## src/design/wsfd_pkg.sv

```systemverilog
// ----------------------------------------------------------------------------
// WebSocket deframer package
// Shared constants, result codes and the result item type for the deframer.
// ----------------------------------------------------------------------------
package wsfd_pkg;

   // Default width of the frame length counter.
   localparam int LEN_BITS_DEFAULT = 64;

   // Parser phase codes.
   localparam logic [2:0] PH_HDR0  = 3'd0;
   localparam logic [2:0] PH_HDR1  = 3'd1;
   localparam logic [2:0] PH_EXT16 = 3'd2;
   localparam logic [2:0] PH_EXT64 = 3'd3;
   localparam logic [2:0] PH_MASK  = 3'd4;
   localparam logic [2:0] PH_DATA  = 3'd5;

   // Frame opcodes that the deframer acts on.
   localparam logic [3:0] OP_TEXT  = 4'h1;
   localparam logic [3:0] OP_CLOSE = 4'h8;
   localparam logic [3:0] OP_PING  = 4'h9;

   // Seven-bit length codes that announce an extended length.
   localparam logic [6:0] LEN7_EXT16 = 7'd126;
   localparam logic [6:0] LEN7_EXT64 = 7'd127;

   // Result kinds.
   localparam logic [1:0] KIND_TEXT  = 2'd0;
   localparam logic [1:0] KIND_END   = 2'd1;
   localparam logic [1:0] KIND_CLOSE = 2'd2;
   localparam logic [1:0] KIND_PING  = 2'd3;

   typedef struct packed {
      logic       valid;
      logic [1:0] kind;
      logic [7:0] data;
      logic       msg_end;
   } rsp_item_type;

endpackage

```

## src/design/websocket_frame_deframer_unit.sv

```systemverilog
// ----------------------------------------------------------------------------
// WebSocket frame deframer
// A result goes to the output register, or to the skid entry while that is held.
// Throughput: one request byte per cycle unless req_stall is high; the header parse
// or payload unmask of a byte is done in one pass between state and result registers.
// Reset (synchronous, active high) returns the parser to the first header byte,
// clears the stop flag after a close frame and empties the result buffer.
// ----------------------------------------------------------------------------
module websocket_frame_deframer_unit #(
   parameter int LEN_BITS = wsfd_pkg::LEN_BITS_DEFAULT
) (
   input  logic       clock,
   input  logic       reset,
   // Request channel: received stream bytes.
   input  logic       req_valid,
   output logic       req_stall,
   input  logic [7:0] req_rx_byte,
   // Response channel: payload bytes and frame events.
   output logic       rsp_valid,
   input  logic       rsp_stall,
   output logic [1:0] rsp_kind,
   output logic [7:0] rsp_payload_byte,
   output logic       rsp_message_end
);

   // Parser state. The length counter saturates when an extended length
   // does not fit in LEN_BITS bits.
   logic [2:0]          phase_ff, phase_in;
   logic                fin_ff, fin_in;
   logic [3:0]          opcode_ff, opcode_in;
   logic                mask_present_ff, mask_present_in;
   logic [LEN_BITS-1:0] len_ff, len_in;
   logic [2:0]          hdr_cnt_ff, hdr_cnt_in;
   logic [31:0]         mask_key_ff, mask_key_in;
   logic [1:0]          mask_idx_ff, mask_idx_in;
   logic                stopped_ff, stopped_in;

   // Result buffer: an output register plus one skid entry, so the parser
   // keeps taking bytes while a result waits on a stalled receiver.
   wsfd_pkg::rsp_item_type out_ff;
   wsfd_pkg::rsp_item_type skid_ff;
   logic                   out_valid_ff;
   logic                   skid_valid_ff;

   wsfd_pkg::rsp_item_type item;
   logic                   req_accept;
   logic                   rsp_take;
   logic                   go_after_len;
   logic                   go_hdr_done;
   logic [3:0]             hdr_cnt_inc;
   logic [7:0]             key_byte;
   logic [7:0]             rx;

   // Event for a frame whose last byte has just arrived. Only text frames
   // with FIN set, close frames and ping frames report anything.
   function automatic wsfd_pkg::rsp_item_type frame_event(input logic [3:0] op,
                                                          input logic       fin);
      wsfd_pkg::rsp_item_type ev;
      ev = '0;
      if (op == wsfd_pkg::OP_TEXT && fin) begin
         ev.valid   = 1'b1;
         ev.kind    = wsfd_pkg::KIND_END;
         ev.msg_end = 1'b1;
      end else if (op == wsfd_pkg::OP_CLOSE) begin
         ev.valid = 1'b1;
         ev.kind  = wsfd_pkg::KIND_CLOSE;
      end else if (op == wsfd_pkg::OP_PING) begin
         ev.valid = 1'b1;
         ev.kind  = wsfd_pkg::KIND_PING;
      end
      return ev;
   endfunction

   assign req_stall  = skid_valid_ff;
   assign req_accept = req_valid && !req_stall;
   assign rsp_take   = out_valid_ff && !rsp_stall;
   assign rx         = req_rx_byte;

   assign hdr_cnt_inc = {1'b0, hdr_cnt_ff} + 4'd1;

   // Mask key byte for this payload byte; the first key byte sits on top.
   always_comb begin
      case (mask_idx_ff)
         2'd0:    key_byte = mask_key_ff[31:24];
         2'd1:    key_byte = mask_key_ff[23:16];
         2'd2:    key_byte = mask_key_ff[15:8];
         default: key_byte = mask_key_ff[7:0];
      endcase
   end

   // Single-pass parser: one byte updates the header fields or is unmasked.
   always_comb begin
      phase_in        = phase_ff;
      fin_in          = fin_ff;
      opcode_in       = opcode_ff;
      mask_present_in = mask_present_ff;
      len_in          = len_ff;
      hdr_cnt_in      = hdr_cnt_ff;
      mask_key_in     = mask_key_ff;
      mask_idx_in     = mask_idx_ff;
      stopped_in      = stopped_ff;
      item            = '0;
      go_after_len    = 1'b0;
      go_hdr_done     = 1'b0;

      if (req_accept && !stopped_ff) begin
         unique case (phase_ff) inside
            wsfd_pkg::PH_HDR1: begin
               mask_present_in = rx[7];
               hdr_cnt_in      = '0;
               len_in          = '0;
               if (rx[6:0] == wsfd_pkg::LEN7_EXT16) begin
                  phase_in = wsfd_pkg::PH_EXT16;
               end else if (rx[6:0] == wsfd_pkg::LEN7_EXT64) begin
                  phase_in = wsfd_pkg::PH_EXT64;
               end else begin
                  len_in       = LEN_BITS'(rx[6:0]);
                  go_after_len = 1'b1;
               end
            end
            wsfd_pkg::PH_EXT16, wsfd_pkg::PH_EXT64: begin
               // Shift in the next big-endian length byte, saturating when
               // the value would no longer fit.
               if (|len_ff[LEN_BITS-1 -: 8]) begin
                  len_in = '1;
               end else begin
                  len_in = {len_ff[LEN_BITS-9:0], rx};
               end
               hdr_cnt_in = hdr_cnt_inc[2:0];
               if (phase_ff == wsfd_pkg::PH_EXT16) begin
                  go_after_len = (hdr_cnt_inc[2:0] == 3'd2);
               end else begin
                  go_after_len = (hdr_cnt_inc[2:0] == 3'd0);
               end
            end
            wsfd_pkg::PH_MASK: begin
               mask_key_in = {mask_key_ff[23:0], rx};
               hdr_cnt_in  = hdr_cnt_inc[2:0];
               if (hdr_cnt_inc[2:0] == 3'd4) begin
                  hdr_cnt_in  = '0;
                  go_hdr_done = 1'b1;
               end
            end
            wsfd_pkg::PH_DATA: begin
               mask_idx_in = mask_idx_ff + 2'd1;
               len_in      = len_ff - LEN_BITS'(1);
               if (opcode_ff == wsfd_pkg::OP_TEXT) begin
                  item.valid   = 1'b1;
                  item.kind    = wsfd_pkg::KIND_TEXT;
                  item.data    = mask_present_ff ? (rx ^ key_byte) : rx;
                  item.msg_end = (len_in == '0) && fin_ff;
                  if (len_in == '0) begin
                     phase_in = wsfd_pkg::PH_HDR0;
                  end
               end else if (len_in == '0) begin
                  // Last byte of a frame that is not text: report the event.
                  phase_in = wsfd_pkg::PH_HDR0;
                  item     = frame_event(opcode_ff, fin_ff);
               end
            end
            default: begin
               // First header byte; unused phase codes land here too.
               fin_in    = rx[7];
               opcode_in = rx[3:0];
               phase_in  = wsfd_pkg::PH_HDR1;
            end
         endcase

         // Length is known: fetch the mask key, or finish the header.
         if (go_after_len) begin
            hdr_cnt_in = '0;
            if (mask_present_in) begin
               phase_in    = wsfd_pkg::PH_MASK;
               mask_key_in = '0;
            end else begin
               go_hdr_done = 1'b1;
            end
         end

         // Header complete: an empty frame ends right here.
         if (go_hdr_done) begin
            mask_idx_in = '0;
            if (len_in == '0) begin
               phase_in = wsfd_pkg::PH_HDR0;
               item     = frame_event(opcode_ff, fin_ff);
            end else begin
               phase_in = wsfd_pkg::PH_DATA;
            end
         end

         // A close frame halts the parser until reset.
         if (item.valid && item.kind == wsfd_pkg::KIND_CLOSE) begin
            stopped_in = 1'b1;
         end
      end
   end

   always_ff @(posedge clock) begin
      if (reset) begin
         phase_ff        <= wsfd_pkg::PH_HDR0;
         fin_ff          <= 1'b0;
         opcode_ff       <= '0;
         mask_present_ff <= 1'b0;
         len_ff          <= '0;
         hdr_cnt_ff      <= '0;
         mask_key_ff     <= '0;
         mask_idx_ff     <= '0;
         stopped_ff      <= 1'b0;
      end else begin
         phase_ff        <= phase_in;
         fin_ff          <= fin_in;
         opcode_ff       <= opcode_in;
         mask_present_ff <= mask_present_in;
         len_ff          <= len_in;
         hdr_cnt_ff      <= hdr_cnt_in;
         mask_key_ff     <= mask_key_in;
         mask_idx_ff     <= mask_idx_in;
         stopped_ff      <= stopped_in;
      end
   end

   // Result buffer. The skid entry only fills while the output register is
   // held; a full skid entry stalls requests, so it is never overwritten.
   always_ff @(posedge clock) begin
      if (reset) begin
         out_valid_ff  <= 1'b0;
         skid_valid_ff <= 1'b0;
      end else begin
         if (rsp_take || !out_valid_ff) begin
            if (skid_valid_ff) begin
               out_ff        <= skid_ff;
               out_valid_ff  <= 1'b1;
               skid_valid_ff <= 1'b0;
            end else begin
               out_ff       <= item;
               out_valid_ff <= item.valid;
            end
         end else if (item.valid) begin
            skid_ff       <= item;
            skid_valid_ff <= 1'b1;
         end
      end
   end

   assign rsp_valid        = out_valid_ff;
   assign rsp_kind         = out_ff.kind;
   assign rsp_payload_byte = out_ff.data;
   assign rsp_message_end  = out_ff.msg_end;

endmodule

```

## config.mk

```make
export PLATFORM = sky130hd
export DESIGN_NAME = websocket_frame_deframer_unit
export DESIGN_NICKNAME = d
export VERILOG_FILES = /design/src/design/wsfd_pkg.sv /design/src/design/websocket_frame_deframer_unit.sv
export SDC_FILE = /design/constraint.sdc
export NUM_CORES = 1
export LEC_CHECK = 0
export BUFFER_PORTS_ARGS = -buffer_cell sky130_fd_sc_hd__buf_4
export CAP_MARGIN = 20
export CORE_MARGIN = 1
export CORE_UTILIZATION = 35
export DETAILED_ROUTE_END_ITERATION = 10
export GPL_ROUTABILITY_DRIVEN = 0
export PLACE_DENSITY = 0.51
export REMOVE_ABC_BUFFERS = 1
export SLEW_MARGIN = 20
export SYNTH_ARGS = -nofsm -noshare
export SYNTH_HDL_FRONTEND = slang
export SYNTH_SLANG_ARGS = --single-unit
```

## constraint.sdc

```tcl
create_clock -name clock -period 7.29 [get_ports clock]
set_clock_uncertainty 0.2 [all_clocks]
set_input_delay 0.729 -clock clock [delete_from_list [all_inputs] [get_ports clock]]
set_output_delay 0.729 -clock clock [all_outputs]
set_load 0.01 [all_outputs]
```

==> results of run 1 <==
-- placed cells by master (no fill, tap or decap), types with 23 or more instances in the layout --
master    netlist  routed
nand2_1       189     187
nor2_1        161     158
dfxtp_1       113     112
a21oi_1       103     101
o21ai_0       100      99
nor3_1         49      49
nor4_1         47      47
buf_4           0      47
a211oi_1       38      38
nand4_1        31      31
nand3_1        30      30
or3_1          24      24
xor2_1         23      23
-- worst max-delay path, delay by kind of cell (launching register included) --
family | cells | cell delay [ps]
flip-flops | 1 | 410
AO/OA/AOI/OAI | 3 | 800
AND/OR/NAND/NOR | 8 | 4240
-- power breakdown --
group          internal, W  switching (W)  leakage (nW)
Clock             0.000463       0.000426         0.295
Combinational     0.000169       0.000411          2.37
Sequential        0.000780      0.0000634          1.11
Total              0.00141       0.000900          3.77
-- cell type report --
type	count	share of cell area
clock buffer	17	0.0392
timing repair buffer	47	0.0325
inverter	23	0.00796
clock inverter	15	0.0163
tap	378	0.0436
sequential	135	0.269
multi-input combinational	1092	0.591
-- worst max path at each step --
stage / from / endpoint / slack (ps) / depth (start not counted)
floorplan: phase_ff[1] / skid_ff[0] / 2360 / 10
global placement: len_ff[7] / skid_ff[2] / 1710 / 11
detailed placement: len_ff[7] / skid_ff[2] / 1650 / 11
CTS: len_ff[7] / skid_ff[10] / 1620 / 11
global route: len_ff[7] / skid_ff[10] / 1120 / 11
finish: len_ff[7] / skid_ff[10] / 1270 / 11
-- per-stage QoR --
| stage | instance area (sq um) | hold slack, ps | setup WS, ps | utilization |
|---|---|---|---|---|
| global route | 10900 | 280 | 1120 | 0.389 |
| finish | 10900 | 262 | 1270 | 0.389 |
| CTS | 10800 | 259 | 1620 | 0.389 |
| floorplan | 9400 | 236 | 2360 | - |
| global placement | 10200 | 243 | 1710 | 0.368 |
| detailed placement | 10200 | 250 | 1650 | 0.368 |
-- state kept, by name (all words and copies together), names as in the netlist --
register          flops
rsp_message_end       1
rsp_payload_byte      8
fin_ff                1
mask_idx_ff           2
rsp_kind              2
opcode_ff             4
req_stall             1
hdr_cnt_ff            3
rsp_valid             1
len_ff               64
stopped_ff            1
skid_ff              11
mask_present_ff       1
mask_key_ff          32
phase_ff              3
-- metal layers --
metal	GRT usage	vias to the layer above
met3	0.0886	183
li1	-	4983
met4	0.173	0
met1	0.400	5217
met2	0.436	750
met5	0	-
-- logic make-up after synthesis --
logic type | count (synthesis)
flops | 135
xor+xnor | 42
mux | 10
fa+ha+maj | 11
simple gates | 618
buf+inv | 157
compound gates | 411
==> impl_metrics.ini, run 1 <==
[status]
outcome = complete, no violations

[critical_path]
r2r_cells = 11
start_kind = flip-flop
rrSetupSlack_ps = 1270
critPathSlowestCell = nor3_1
cp_slowest_stage_delay_ps = 850
cp_data_required_time_ps = 7170
crit_type = reg2reg
crit_path_cell_trace = nor4_1 -> nand4_1 -> nor3_1 -> a21oi_1 -> a211o_1 -> nor4_1 -> nand3_1 -> nor4_2 -> nand4_1 -> a31oi_1 -> and2_1
path_max_fanout = 12
r2r_start = len_ff[7]
end_kind = flip-flop
rr_endpoint = skid_ff[10]
arrival_ps = 5900

[timing]
max_freq_mhz = 166
slew_viol_final = 0
finalSetupViolations = 0
rsz0062_at_grt = no
relSlewSlack = 0.261
finalCriticalPeriod_ps = 6020
hold_viol = 0
tightest_slew_ps = 1100
period_share = 0.826
tns_ps = 0

[clocking]
cts_hold_buf = 0
cts_buffers = 17
cts-root-buf = clkbuf_16
clockBufferDepth = 2
clkTransAtPathRegs_ps = 70
cts.htree.levels = 4
cts_setup_buffers = 0
cts_resized = 0
clkLatencyLatePin_ps = 450
cts.sinks = 135
cts_tree = done

[global_routing]
grt_pass1_wl_mm = 65.5
antenna_found_initial = 0
grt_max_degree = 75
first_global_vias = 10300
grt_util_all_layers = 0.303
overflow = 0

[power]
power.total_w = 0.00231
vdd_drop_max_uv = 149
leakage_nw = 3.77
pwr_density_cell_nw_per_um2 = 213

[job]
cap_violations = 0

[placement]
hpwl_mm = 29.6
dp.cells = 1675
io_buffers = 24

[logic_synthesis]
synth_compound_area_frac = 0.273
synth_seq_cells = 135
yosys.area_share.simple = 0.310
synth_ff_type = dfxtp_1
synthAdderAreaFrac = 0.0139
syn_avg_cell_area_sq_um = 7.17
seq_area_frac_synth = 0.295
netlist.area_leader.share = 0.228
synth-xor-area-share = 0.0371
synthMuxAreaShare = 0.0105
synth_top_area_cell = dfxtp_1
ys_warn_count = 0
synth_top_family_by_area = simple AND/OR/NAND/NOR gates
synth_edf_count = 22
ys_async_sr_fraction = 0
post_synth_instance_area_sq_um = 9920
synthCells = 1384
yosysMostFrequentCell = nand2_1
ys_types = 86
netlist_top_cells_count = nand2_1, nor2_1, clkbuf_1
synthTopCellsByArea = dfxtp_1, nand2_1, edfxtp_1, nor2_1, a21oi_1

[detailed_routing]
wire_per_inst_microns = 25.5
drc = 0
m1WireLength_mm = 17.9
wl_mm = 43.5
wl_met3_mm = 4.86
wl_met2_mm = 18.1
top_layer_used = met4
ant_nets = 0
drtIter0Drc = 1541
drtPass1Iterations = 9
via_count = 11100
avgViaCountPerCell = 6.52

[die]
die_area_sq_um = 29000
pin_count = 25
core_region_area_sq_um = 27900
die_y_microns = 170
initial_core_util = 0.356
die-width_microns = 170
num_rows = 61

[finish]
syn2layout_area_growth_pct = 9.41
multiInputGateArea_sq_um = 6410
final-seq-area_sq_um = 2920
antenna_cells = 0
final_nets = 1339
fillers = 2898
drive_above_1_share = 0.0918
fin_cells = 1707

[hold_path]
min_from = mask_key_ff[29]
min_path_cells = 2
min_path_type = reg2reg
hold_path_end = mask_key_ff[29]
No activity file was read; power rests on OpenSTA's default activity.
==> run 2: changes to the inputs <==
--- a/config.mk
+++ b/config.mk
@@ -5,6 +5,7 @@
 export SDC_FILE = /design/constraint.sdc
 export NUM_CORES = 1
 export LEC_CHECK = 0
+export ABC_AREA = 1
 export BUFFER_PORTS_ARGS = -buffer_cell sky130_fd_sc_hd__buf_4
 export CAP_MARGIN = 20
 export CORE_MARGIN = 1
==> constraint.sdc (replaced) <==
create_clock -name clock -period 6 [get_ports clock]
set_clock_uncertainty 0.2 [all_clocks]
set_input_delay 0.6 -clock clock [delete_from_list [all_inputs] [get_ports clock]]
set_output_delay 0.6 -clock clock [all_outputs]
set_load 0.01 [all_outputs]
==> impl_metrics.ini, run 2 <==
[status]
outcome = complete, no violations

[placement]
dp_slack_ps = 1840
placed_area_sq_um = 10700
dp.cells = 2071
io_buffers = 24
hpwl_mm = 26.9

[detailed_routing]
drc = 0
wire_per_inst_microns = 17.4
avgViaCountPerCell = 5.24
wl_mm = 36.6
drtPass1Iterations = 5
ant_nets = 0
via_count = 11000
drtIter0Drc = 983

[timing]
hold_viol = 0
fin_ws_ps = 1960
finalSetupViolations = 0
period_share = 0.674
slew_viol_final = 0
tns_ps = 0
tightest_slew_ps = 1030
rsz0062_at_grt = no
finalCriticalPeriod_ps = 4040
relSlewSlack = 0.312
max_freq_mhz = 247

[hold_path]
min_path_type = in2reg

[global_routing]
grt_max_degree = 99
overflow = 0
antenna_found_initial = 0
grt_pass1_wl_mm = 56.2
grt_util_all_layers = 0.250
first_global_vias = 9881

[critical_path]
arrival_ps = 3970
cp_data_required_time_ps = 5920
path_max_fanout = 12
start_kind = flip-flop
end_kind = flip-flop
crit_type = reg2reg

[clocking]
cts.sinks = 135
cts.htree.levels = 4
cts_resized = 0
clkTransAtPathRegs_ps = 70
cts_tree = done
clockBufferDepth = 2
cts_buffers = 17
clkLatencyLatePin_ps = 430
cts_hold_buf = 0
cts-root-buf = clkbuf_16
cts_setup_buffers = 0

[die]
die_area_sq_um = 29700
die-width_microns = 172
core_region_area_sq_um = 28600
num_rows = 62
pin_count = 25
die_y_microns = 172
initial_core_util = 0.355

[power]
power.total_w = 0.00286
clkPwrFrac = 0.386
p_seq_frac = 0.366
vdd_drop_max_uv = 172
pwr_density_cell_nw_per_um2 = 253
p_sw_w = 0.00105
leakage_nw = 5.27
comb_power_share = 0.248
intPower_w = 0.00180
swShare = 0.369

[finish]
layout_common_cells = nand2_1, nor2_1, inv_1, nand3_1, dfxtp_1
antenna_cells = 0
reg_top3 = len_ff (64), mask_key_ff (32), skid_ff (11)
final_common_cell = nand2_1
top_register = len_ff
largest_register_ffs = 64
drive_above_1_share = 0.0809
final_nets = 1729
syn2layout_area_growth_pct = 11.1
design_area_sq_um = 11300
fin_cells = 2103

[logic_synthesis]
syn_avg_cell_area_sq_um = 5.92
yosysMostFrequentCell = nand2_1
synth_top_area_cell = dfxtp_1
ys_async_sr_fraction = 0
ys_types = 40
synth_edf_count = 22
synth_ff_type = dfxtp_1
synth_seq_cells = 135
synthTopCellsByArea = dfxtp_1, nand2_1, nor2_1, nand3_1, inv_1
netlist_top_cells_count = nand2_1, nor2_1, inv_1
ys_warn_count = 0
seq_area_frac_synth = 0.287
netlist.area_leader.share = 0.222
post_synth_instance_area_sq_um = 10200
synthCells = 1717

[job]
cap_violations = 0
## run 2: metal layers
metal | GRT usage | share of wire | vias up
li1 | - | - | 5521
met1 | 0.328 | 0.45 | 5040
met2 | 0.419 | 0.46 | 394
met3 | 0.0316 | 0.060 | 60
met4 | 0.0896 | 0.028 | 0
met5 | 0 | 0 | -
## run 2: kinds of logic (layout without fill, tap and decap cells)
kind of cell / count (synthesis) / in the layout / synth area share
compound gates: 265 / 265 / 0.145
xor+xnor: 9 / 9 / 0.00775
fa+ha+maj: 11 / 11 / 0.0135
buf+inv: 261 / 263 / 0.0989
flops: 135 / 135 / 0.287
simple gates: 1036 / 1036 / 0.447
## run 2: path summary, 6_finish.rpt
kind,from,to,slack (ps),depth (start not counted)
worst max register to register,len_ff[0],skid_ff[4],1960,19
worst min-delay path,rsp_stall,req_stall,240,3
worst max-delay path,len_ff[0],skid_ff[4],1960,19
worst min register to register,rsp_valid,req_stall,280,2
## run 2: critical path: stages (launching register included)
cell and delay [ps]:
dfxtp_1 330, inv_1 190, ha_1 300, nand3_4 150, nor2_4 390, nand2_2 180
nor2_4 280, nand2_1 110, nand3_1 90, nand2_1 60, nor2_1 130, nand3_1 80
nor2_1 130, nand3_1 130, nor2_1 310, nand3_2 170, nand2_1 110, nand3_2 80
nor2_1 110, buf_4 200
## run 2: metrics by stage
| stage | utilization | hold WS [ps] |
|---|---|---|
| 3_5_place_dp | 0.374 | 273 |
| 5_1_grt | 0.395 | 267 |
| 4_1_cts | 0.394 | 244 |
| 2_1_floorplan | - | 241 |
| 6_report | 0.395 | 240 |
| 3_3_place_gp | 0.373 | 270 |
## run 2: layout make-up
cell class,instances,area (sq um)
multi-input cells,1321,6290
fillers,3126,17300
flip-flops and latches,135,2920
repair buffers,36,283
inverters,195,732
well taps,384,480
clock buffers,18,429
clock inverters,14,163
## run 2: power groups by stage
| stage | combinational, W | clock, W | sequential (W) |
|---|---|---|---|
| 6_report | 0.000710 | 0.00110 | 0.00105 |
| 5_1_grt | 0.000788 | 0.00116 | 0.00105 |
| 4_1_cts | 0.000703 | 0.00112 | 0.00104 |
| 3_5_place_dp | 0.000699 | 0 | 0.00106 |
| 3_3_place_gp | 0.000699 | 0 | 0.00106 |
| 2_1_floorplan | 0.000498 | 0 | 0.00103 |
==> run 3: changes to the inputs <==
==> constraint.sdc (replaced) <==
create_clock -name clock -period 3.9 [get_ports clock]
set_clock_uncertainty 0.2 [all_clocks]
set_input_delay 0.39 -clock clock [delete_from_list [all_inputs] [get_ports clock]]
set_output_delay 0.39 -clock clock [all_outputs]
set_load 0.01 [all_outputs]
==> impl_metrics.ini, run 3 (same netlist as run 2, synthesis figures left out) <==
[detailed_routing]
drtPass1Iterations = 6
wire_per_inst_microns = 17.8
drtIter0Drc = 1298
via_count = 11100
avgViaCountPerCell = 5.18
wl_mm = 38.0
drc = 0
ant_nets = 0

[critical_path]
critPathSlowestCell = dfxtp_1
arrival_ps = 3570
cp_data_required_time_ps = 3820
path_max_fanout = 11
cp_slowest_stage_delay_ps = 430
crit_type = reg2reg
end_kind = flip-flop
path_delay_family = simple AND/OR/NAND/NOR gates
crit_path_cell_trace = nor2_4 -> nand2_1 -> nor2_2 -> nand2_2 -> nor2_2 -> nand2_1 -> nand2_1 -> nand2_1 -> nand2_1 -> nand2_1 -> nor2_2 -> nand2_1 -> nor2_1 -> nand3_1 -> nor2_2 -> nand3_2 -> nand2_1 -> nand3_2 -> nor2_1 -> buf_4
start_kind = flip-flop
crit_top_cell = nand2_1
path_buf_inv = 1

[power]
clkPwrFrac = 0.393
intPower_w = 0.00289
vdd_drop_max_uv = 277
pwr_density_cell_nw_per_um2 = 392
leakage_nw = 5.47
comb_power_share = 0.256
p_seq_frac = 0.350
power.total_w = 0.00455
swShare = 0.364
p_sw_w = 0.00166

[finish]
syn2layout_area_growth_pct = 14.1
design_area_sq_um = 11600
drive_above_1_share = 0.101
layout_common_cells = nand2_1, nor2_1, inv_1, nand3_1, dfxtp_1
largest_register_ffs = 64
fin_cells = 2137
antenna_cells = 0
reg_top3 = len_ff (64), mask_key_ff (32), skid_ff (11)
fillers = 3179
final_nets = 1763
final_common_cell = nand2_1
top_register = len_ff

[placement]
placed_area_sq_um = 11000
io_buffers = 24
dp.cells = 2105
hpwl_mm = 28.8

[clocking]
clkTransAtPathRegs_ps = 60
cts_buffers = 17
cts_setup_buffers = 0
clockBufferDepth = 2
cts.sinks = 135
clkLatencyLatePin_ps = 430
cts-root-buf = clkbuf_16
cts_tree = done
cts.htree.levels = 4

[die]
die-width_microns = 172
num_rows = 62
core_region_area_sq_um = 28600
initial_core_util = 0.355
die_y_microns = 172
die_area_sq_um = 29700
pin_count = 25

[global_routing]
first_global_vias = 10300
antenna_found_initial = 0
grt_max_degree = 60
grt_util_all_layers = 0.263
overflow = 0
grt_pass1_wl_mm = 58.7

[timing]
finalSetupViolations = 0
relSlewSlack = 0.442
max_freq_mhz = 274
finalCriticalPeriod_ps = 3650
hold_viol = 0
tns_ps = 0
tightest_slew_ps = 834
slew_viol_final = 0
rsz0062_at_grt = no
period_share = 0.935

[hold_path]
min_path_type = in2reg

[job]
cap_violations = 0

[status]
outcome = complete, no violations
run 3: changes by cell type in the layout (fill, tap and decap cells not counted), sizes merged:
| cell | change |
|---|---|
| buf | +34 |
| clkbuf | +2 |
| clkinv | -2 |
run 3: power groups by stage:
stage / combinational [W] / sequential (W) / clock (W)
CTS: 0.00115 / 0.00159 / 0.00182
finish: 0.00117 / 0.00159 / 0.00179
global route: 0.00129 / 0.00160 / 0.00188
global placement: 0.00115 / 0.00162 / 0
detailed placement: 0.00114 / 0.00162 / 0
floorplan: 0.000766 / 0.00159 / 0
run 3: cell type report:
class	count	area, sq um	area share
multi-input cells	1321	6300	0.543
flip-flops and latches	135	2920	0.252
inverters	195	732	0.0631
repair buffers	70	538	0.0464
clock buffers	20	480	0.0414
well taps	384	480	0.0414
clock inverters	12	150	0.0129
run 3: worst min-delay path: cells and delay by family:
family        cells  cell delay [ps]
simple gates      2              160
buf+inv           1               80
run 3: worst paths after layout:
path	depth (start not counted)	start	slack, ps	endpoint
hold / removal	3	rsp_stall	40	req_stall
setup / recovery	20	len_ff[8]	250	skid_ff[7]
setup reg to reg	20	len_ff[8]	250	skid_ff[7]
hold reg to reg	2	mask_key_ff[15]	290	mask_key_ff[23]
run 3: per-stage QoR:
step	util	setup WS, ps	hold slack (ps)
floorplan	-	-3320	241
global placement	0.383	186	266
detailed placement	0.383	150	274
CTS	0.405	130	35.8
global route	0.405	4.81	54.4
finish	0.405	254	41.6
run 3: per-layer routing:
| layer | track usage | vias to the layer above | wire length, microns |
|---|---|---|---|
| met5 | 0 | - | 0 |
| met4 | 0.0850 | 0 | 1070 |
| met3 | 0.0369 | 60 | 2510 |
| met2 | 0.433 | 415 | 17300 |
| met1 | 0.351 | 5000 | 17100 |
| li1 | - | 5593 | - |
run 3: repair_timing:
| item | in CTS | in global routing |
|---|---|---|
| endpoints found under the setup margin | 0 | 11 |
| hold buffers | 0 | 0 |
| gates resized for setup | 0 | 5 |
